$ cat config.mk
export PLATFORM = sky130hd
export DESIGN_NAME = snet_ctrl
export DESIGN_NICKNAME = d
export VERILOG_FILES = /design/src/rtl/snet_pkg.sv /design/src/rtl/snet_ctrl.sv
export SDC_FILE = /design/constraint.sdc
export NUM_CORES = 1
export LEC_CHECK = 0
export ABC_AREA = 1
export BUFFER_PORTS_ARGS = -buffer_cell sky130_fd_sc_hd__buf_2
export CAP_MARGIN = 20
export CORE_ASPECT_RATIO = 0.75
export CORE_MARGIN = 4
export CORE_UTILIZATION = 55
export CTS_BUF_LIST = sky130_fd_sc_hd__clkbuf_8
export CTS_CLUSTER_DIAMETER = 50
export DETAILED_ROUTE_END_ITERATION = 10
export PLACE_DENSITY_LB_ADDON = 0.08
export SLEW_MARGIN = 15
export SYNTH_ARGS = -nofsm -noshare
export SYNTH_HDL_FRONTEND = slang
export SYNTH_SLANG_ARGS = --single-unit
$ cat constraint.sdc
create_clock -name i_clk -period 9.9 [get_ports i_clk]
set_input_delay 0.495 -clock i_clk [delete_from_list [all_inputs] [get_ports i_clk]]
set_output_delay 0.495 -clock i_clk [all_outputs]
set_load 0.1 [all_outputs]
$ cat src/rtl/snet_pkg.sv
`timescale 1ns / 1ps
// types, constants and helpers shared by the sorted note event table
// no dependencies
package snet_pkg;

    localparam int CAPACITY   = 256;
    localparam int FRAME_BITS = 32;
    localparam int IDX_W      = $clog2(CAPACITY);
    localparam int CNT_W      = $clog2(CAPACITY + 1);
    localparam int CMP_W      = (CNT_W > 9) ? CNT_W : 9;
    localparam int ENTRY_W    = 2 * FRAME_BITS + 24;
    localparam logic [15:0] VEL_ONE = 16'd32768;
    localparam logic [0:0]  REG_HIGHEST_NOTE = 1'b0;
    localparam logic [7:0]  HIGHEST_NOTE_RST = 8'd127;

    typedef enum logic [2:0] {
        OP_INSERT = 3'd0,
        OP_UPDATE = 3'd1,
        OP_REMOVE = 3'd2,
        OP_CLEAR  = 3'd3,
        OP_READ   = 3'd4
    } t_opcode;

    typedef enum logic [1:0] {
        ST_OK      = 2'd0,
        ST_INVALID = 2'd1,
        ST_RANGE   = 2'd2,
        ST_FULL    = 2'd3
    } t_status;

    typedef enum logic [2:0] {
        S_IDLE, S_RM_RD, S_RM_WR, S_INS_INIT, S_INS_RD, S_INS_WR, S_INS_LAST, S_RD_WAIT
    } t_state;

    typedef struct packed {
        logic [2:0]  opcode;
        logic [7:0]  entry_index;
        logic [31:0] onset_frame;
        logic [31:0] duration;
        logic [7:0]  note_number;
        logic [15:0] velocity_level;
    } t_in_item;

    typedef struct packed {
        t_status     status;
        logic [7:0]  result_index;
        logic [8:0]  entry_count;
        logic [31:0] read_start;
        logic [31:0] read_length;
        logic [7:0]  read_note;
        logic [15:0] read_velocity;
    } t_out_item;

    typedef struct packed {
        logic [FRAME_BITS-1:0] start;
        logic [FRAME_BITS-1:0] length;
        logic [7:0]            note;
        logic [15:0]           vel;
    } t_entry;

    typedef struct packed {
        logic             we;
        logic [IDX_W-1:0] waddr;
        t_entry           wdata;
        logic             re;
        logic [IDX_W-1:0] raddr;
    } t_mem_req;

    // true when a sorts strictly after b
    function automatic logic ev_after(input t_entry a, input t_entry b);
        if (a.start != b.start) begin
            return a.start > b.start;
        end
        if (a.note != b.note) begin
            return a.note > b.note;
        end
        return a.length > b.length;
    endfunction

endpackage

$ cat src/rtl/snet_ctrl.sv
`timescale 1ns / 1ps
// sequencer: validates requests, walks the table to shift entries, holds the result
// depends on snet_pkg
module snet_ctrl import snet_pkg::*; (
    input  logic       i_clk,
    input  logic       i_rst_n,
    input  logic [7:0] i_highest_note,
    input  logic       i_in_valid,
    output logic       o_in_ready,
    input  t_in_item   i_in,
    output logic       o_out_valid,
    input  logic       i_out_ready,
    output t_out_item  o_out,
    output t_mem_req   o_mem_req,
    input  t_entry     i_rdata
);

    t_state            r_state, n_state;
    logic [2:0]        r_op, n_op;
    t_entry            r_ev, n_ev;
    logic [CNT_W-1:0]  r_ptr, n_ptr;
    logic [CNT_W-1:0]  r_count, n_count;
    t_out_item         r_res, n_res;
    logic              r_done, n_done;
    logic              r_ovalid, n_ovalid;
    t_out_item         r_out, n_out;

    t_entry            in_ev;
    logic              ev_ok;
    logic              idx_bad;
    logic [CNT_W-1:0]  pos;

    always_comb begin
        in_ev.start  = FRAME_BITS'(i_in.onset_frame);
        in_ev.length = FRAME_BITS'(i_in.duration);
        in_ev.note   = i_in.note_number;
        in_ev.vel    = i_in.velocity_level;
    end

    assign ev_ok   = (in_ev.length != '0) && (in_ev.note <= i_highest_note)
                     && (in_ev.vel <= VEL_ONE);
    assign idx_bad = CMP_W'(i_in.entry_index) >= CMP_W'(r_count);
    assign pos     = r_ptr + CNT_W'(1);

    always_comb begin
        n_state   = r_state;
        n_op      = r_op;
        n_ev      = r_ev;
        n_ptr     = r_ptr;
        n_count   = r_count;
        n_res     = r_res;
        n_done    = r_done;
        n_ovalid  = r_ovalid;
        n_out     = r_out;
        o_mem_req = '0;
        o_in_ready = (r_state == S_IDLE) && !r_done;

        if (r_ovalid && i_out_ready) begin
            n_ovalid = 1'b0;
        end

        case (r_state)
            S_IDLE: begin
                if (r_done) begin
                    // park the finished result once the output slot frees up
                    if (!r_ovalid || i_out_ready) begin
                        n_out             = r_res;
                        n_out.entry_count = 9'(r_count);
                        n_ovalid          = 1'b1;
                        n_done            = 1'b0;
                    end
                end else if (i_in_valid) begin
                    n_op  = i_in.opcode;
                    n_ev  = in_ev;
                    n_res = '0;
                    n_ptr = CNT_W'(i_in.entry_index) + CNT_W'(1);
                    n_done = 1'b1;
                    case (i_in.opcode)
                        OP_INSERT: begin
                            if (!ev_ok) begin
                                n_res.status = ST_INVALID;
                            end else if (CMP_W'(r_count) >= CMP_W'(CAPACITY)) begin
                                n_res.status = ST_FULL;
                            end else begin
                                n_done  = 1'b0;
                                n_state = S_INS_INIT;
                            end
                        end
                        OP_UPDATE: begin
                            if (idx_bad) begin
                                n_res.status = ST_RANGE;
                            end else if (!ev_ok) begin
                                n_res.status = ST_INVALID;
                            end else begin
                                n_done  = 1'b0;
                                n_state = S_RM_RD;
                            end
                        end
                        OP_REMOVE: begin
                            if (idx_bad) begin
                                n_res.status = ST_RANGE;
                            end else begin
                                n_done  = 1'b0;
                                n_state = S_RM_RD;
                            end
                        end
                        OP_CLEAR: begin
                            n_count = '0;
                        end
                        OP_READ: begin
                            if (idx_bad) begin
                                n_res.status = ST_RANGE;
                            end else begin
                                o_mem_req.re    = 1'b1;
                                o_mem_req.raddr = IDX_W'(i_in.entry_index);
                                n_done  = 1'b0;
                                n_state = S_RD_WAIT;
                            end
                        end
                        default: begin
                        end
                    endcase
                end
            end
            S_RM_RD: begin
                if (r_ptr >= r_count) begin
                    n_count = r_count - CNT_W'(1);
                    if (r_op == OP_UPDATE) begin
                        n_state = S_INS_INIT;
                    end else begin
                        n_done  = 1'b1;
                        n_state = S_IDLE;
                    end
                end else begin
                    o_mem_req.re    = 1'b1;
                    o_mem_req.raddr = IDX_W'(r_ptr);
                    n_state = S_RM_WR;
                end
            end
            S_RM_WR: begin
                // close the gap: entry at ptr moves down one place
                o_mem_req.we    = 1'b1;
                o_mem_req.waddr = IDX_W'(r_ptr - CNT_W'(1));
                o_mem_req.wdata = i_rdata;
                n_ptr   = pos;
                n_state = S_RM_RD;
            end
            S_INS_INIT: begin
                if (r_count == '0) begin
                    o_mem_req.we    = 1'b1;
                    o_mem_req.waddr = '0;
                    o_mem_req.wdata = r_ev;
                    n_count = CNT_W'(1);
                    n_done  = 1'b1;
                    n_state = S_IDLE;
                end else begin
                    n_ptr   = r_count - CNT_W'(1);
                    n_state = S_INS_RD;
                end
            end
            S_INS_RD: begin
                o_mem_req.re    = 1'b1;
                o_mem_req.raddr = IDX_W'(r_ptr);
                n_state = S_INS_WR;
            end
            S_INS_WR: begin
                // walk down from the top, shifting up entries that sort after the new one
                o_mem_req.we = 1'b1;
                o_mem_req.waddr = IDX_W'(pos);
                if (ev_after(i_rdata, r_ev)) begin
                    o_mem_req.wdata = i_rdata;
                    if (r_ptr == '0) begin
                        n_state = S_INS_LAST;
                    end else begin
                        n_ptr   = r_ptr - CNT_W'(1);
                        n_state = S_INS_RD;
                    end
                end else begin
                    o_mem_req.wdata    = r_ev;
                    n_res.result_index = 8'(pos);
                    n_count = r_count + CNT_W'(1);
                    n_done  = 1'b1;
                    n_state = S_IDLE;
                end
            end
            S_INS_LAST: begin
                o_mem_req.we    = 1'b1;
                o_mem_req.waddr = '0;
                o_mem_req.wdata = r_ev;
                n_res.result_index = '0;
                n_count = r_count + CNT_W'(1);
                n_done  = 1'b1;
                n_state = S_IDLE;
            end
            S_RD_WAIT: begin
                n_res.read_start    = 32'(i_rdata.start);
                n_res.read_length   = 32'(i_rdata.length);
                n_res.read_note     = i_rdata.note;
                n_res.read_velocity = i_rdata.vel;
                n_done  = 1'b1;
                n_state = S_IDLE;
            end
            default: begin
                n_state = S_IDLE;
            end
        endcase
    end

    always_ff @(posedge i_clk) begin
        if (!i_rst_n) begin
            r_state  <= S_IDLE;
            r_count  <= '0;
            r_done   <= 1'b0;
            r_ovalid <= 1'b0;
        end else begin
            r_state  <= n_state;
            r_count  <= n_count;
            r_done   <= n_done;
            r_ovalid <= n_ovalid;
        end
    end

    always_ff @(posedge i_clk) begin
        r_op  <= n_op;
        r_ev  <= n_ev;
        r_ptr <= n_ptr;
        r_res <= n_res;
        r_out <= n_out;
    end

    assign o_out_valid = r_ovalid;
    assign o_out       = r_out;

endmodule

==> flow_metrics.tcl <==
set metrics [dict create \
    antenna_found_initial 13 \
    cts_resized 0 \
    setup_viol 0 \
    syn_inst 1498 \
    post_drt_via_cell_ratio 5.283 \
    synth-edff-count 305 \
    cts_buffers 50 \
    yosys_register_bits 319 \
    syn_area_mm2 0.01587 \
    fin_skew_ns 0.02370 \
    cap_violations 0 \
    setup_tns_ns 0 \
    first_iter_violations 1153 \
    clockBufferDepth 3 \
    ir_drop_mv 0.1920 \
    syn_to_final_growth_pct 21.95 \
    root_buffer "clkbuf_8" \
    io_pins 414 \
    ctsHtreeMaxLevel 2 \
    first_pass_iters 5 \
    ys_warn_count 0 \
    portBuffers 413 \
    rows 53 \
    avgRoutedWirePerCell_um 19.88 \
    grt_pass1_vias 12240 \
    postPlaceCellArea_mm2 0.01831 \
    power.total_mw 6.149 \
    cts_tree "built" \
    final-max-slew-violation-count 0 \
    dp_hpwl_mm 35.94 \
    crit_path_end_kind "primary output" \
    ant_nets 0 \
    dieWidth_um 204.1 \
    die_h_um 155.1 \
    final_cell_area_mm2 0.01935 \
    vias 12520 \
    syn_area_per_cell_um2 10.59 \
    period_needed_ns 4.960 \
    grt_max_degree 89 \
    synth_nets 1802 \
    nets 2240 \
    clk_pin_slew_ns 0.06 \
    crit_type "reg -> out" \
    power.density_mw_per_mm2 317.8 \
    crit_path_start_kind "flop" \
    critPathMaxFanout 48 \
    wl_mm 47.11 \
    rsz0062_at_grt "false" \
    leakage_nw 9.179 \
    placedCellCount 2269 \
    status "finished, final reports clean" \
    post-cts-setup-buffers 0 \
    hold_path.class "in -> reg" \
    slew_headroom_pct 24.11 \
    drc 0 \
    cts_hold_buffers 0 \
    synth.distinct_cells 55 \
    fp.coreArea_mm2 0.02825 \
    drive_gt1_share_pct 28.91 \
    hold_viol 0 \
    start_util_pct 56.16 \
    worst_slew_pin_slew_ns 1.138 \
    fin_cells 2369 \
    grt.total_usage_pct 28.84 \
    required_ns 9.41 \
    fin_crit_sh_pct 50.10 \
    gr-total-overflow 0 \
    clock-sinks 319 \
    clkLatencyLatePin_ns 0.60 \
    num-fill-cells 2244 \
    routabilityCongestion 0.9459 \
    async_flop_share_pct 0 \
    timing.fmax_mhz 201.6 \
    synth_ff_type "edfxtp_1" \
    yosysSeqAreaShare_pct 59.50 \
    grt_pass1_wl_mm 70.08 \
    cp_data_arrival_time_ns 4.46 \
    die_area_mm2 0.03166 \
]
## worst max-delay path, stage by stage (launching register included)
cell	delay [ns]
edfxtp_1	0.39
inv_1	0.06
ha_1	0.28
nand2_1	0.05
inv_1	0.06
nand3_1	0.10
nor3_1	0.32
nand4_1	0.14
nand2_1	0.08
inv_1	0.04
nand2_2	0.11
nand2_4	0.07
nand2_1	0.07
nand2_2	0.07
nand3_4	0.49
buf_4	0.68
nand2_1	0.11
o21ai_0	0.17
buf_2	0.50
## sequential cells by signal (all words and copies together) (netlist names)
name	cells
r_res	98
r_state	3
o_out	107
r_done	1
r_ptr	9
r_count	9
o_out_valid	1
r_ev	88
r_op	3
## logic make-up after synthesis
group           share of synthesized area [%]
compound gates                          8.005
fa+ha+maj                               8.328
buf+inv                                 7.350
xor+xnor                                1.159
flops                                   59.50
simple gates                            15.66
## area by class of cell
cell class                      count  area, um2  share of cell area (%)
Multi-Input combinational cell    889       5299                   27.39
Inverter                          253      950.9                   4.915
Clock inverter                     34      227.7                   1.177
Timing Repair Buffer              423       2142                   11.07
Sequential cell                   319       9439                   48.79
Tap cell                          385      481.7                   2.490
Clock buffer                       57      784.5                   4.055
Antenna cell                        9      22.52                  0.1164
## cell usage after synthesis, types with 2 or more instances
cell type / instances / share of area, %
nand2_2: 5 / 0.20
a22oi_1: 2 / 0.095
o22ai_1: 21 / 0.83
ha_1: 104 / 8.2
o21ai_0: 95 / 3.0
xnor2_1: 4 / 0.22
xor2_1: 17 / 0.94
buf_2: 9 / 0.28
nor2_2: 6 / 0.24
o32ai_1: 3 / 0.17
nor3_2: 2 / 0.13
nand2_4: 21 / 1.5
or2_2: 3 / 0.12
clkbuf_1: 20 / 0.47
nand2_1: 219 / 5.2
inv_1: 242 / 5.7
buf_6: 2 / 0.14
a21oi_1: 52 / 1.6
o21bai_1: 6 / 0.28
o31ai_1: 2 / 0.095
nor2_4: 4 / 0.28
o21a_1: 3 / 0.14
dfxtp_1: 14 / 1.8
nand3_4: 2 / 0.22
edfxtp_1: 305 / 58
nand4_1: 21 / 0.83
a31oi_1: 4 / 0.16
buf_4: 2 / 0.095
nand3_1: 32 / 1.0
inv_2: 10 / 0.24
o21ai_2: 20 / 1.1
a21o_1: 2 / 0.095
nand3b_1: 3 / 0.14
o2111ai_1: 2 / 0.11
nor2_1: 203 / 4.8
nor4_1: 4 / 0.16
buf_12: 2 / 0.25
nor3_1: 13 / 0.41
## cell usage in the layout, fill, tap and decap left out, drive strengths merged, types with 5 or more instances in the layout
cell type  instances
nand2            245
xor2              17
o21bai             6
diode              9
edfxtp           305
ha               104
buf              423
clkinv            14
nand4             22
nor3              15
clkbuf            57
nor2             213
nand3             35
inv              268
a21oi             52
nor4               5
dfxtp             14
o22ai             21
o21ai            116
## worst paths after layout
check                           slack (ns)       endpoint        from  cells past startpoint
worst max-delay path                  4.94  o_mem_req[27]    r_ev[27]                     18
worst min-delay path                  0.07       r_ev[70]    i_in[70]                      1
worst max register to register        6.90       r_ev[74]  r_state[1]                      7
worst min register to register        0.41      o_out[58]   r_res[58]                      0
## per-stage QoR
stage / hold WS [ns] / utilization [%] / worst slack, ns
6_report: 0.06969 / 68.49 / 4.940
5_1_grt: 0.03775 / 68.47 / 4.602
4_1_cts: 0.01524 / 68.41 / 4.871
3_5_place_dp: 0.4045 / 64.82 / 5.362
3_3_place_gp: 0.4002 / 64.82 / 5.363
2_1_floorplan: 0.4003 / - / 1.929
## where the power goes
part / total, mW / internal, mW / switching (mW)
logic: 2.83 / 0.485 / 2.35
registers: 2.18 / 1.99 / 0.195
clock network: 1.13 / 0.606 / 0.525
total: 6.15 / 3.08 / 3.07
## routing by layer
metal	vias to the layer above	share of wire [%]	global-route usage (%)
met3	95	10	7.793
met2	620	46	46.59
met5	-	0.15	0
li1	5939	-	-
met4	10	3.0	9.853
met1	5852	40	38.20
Note: power is estimated with default switching activity, not from simulation.
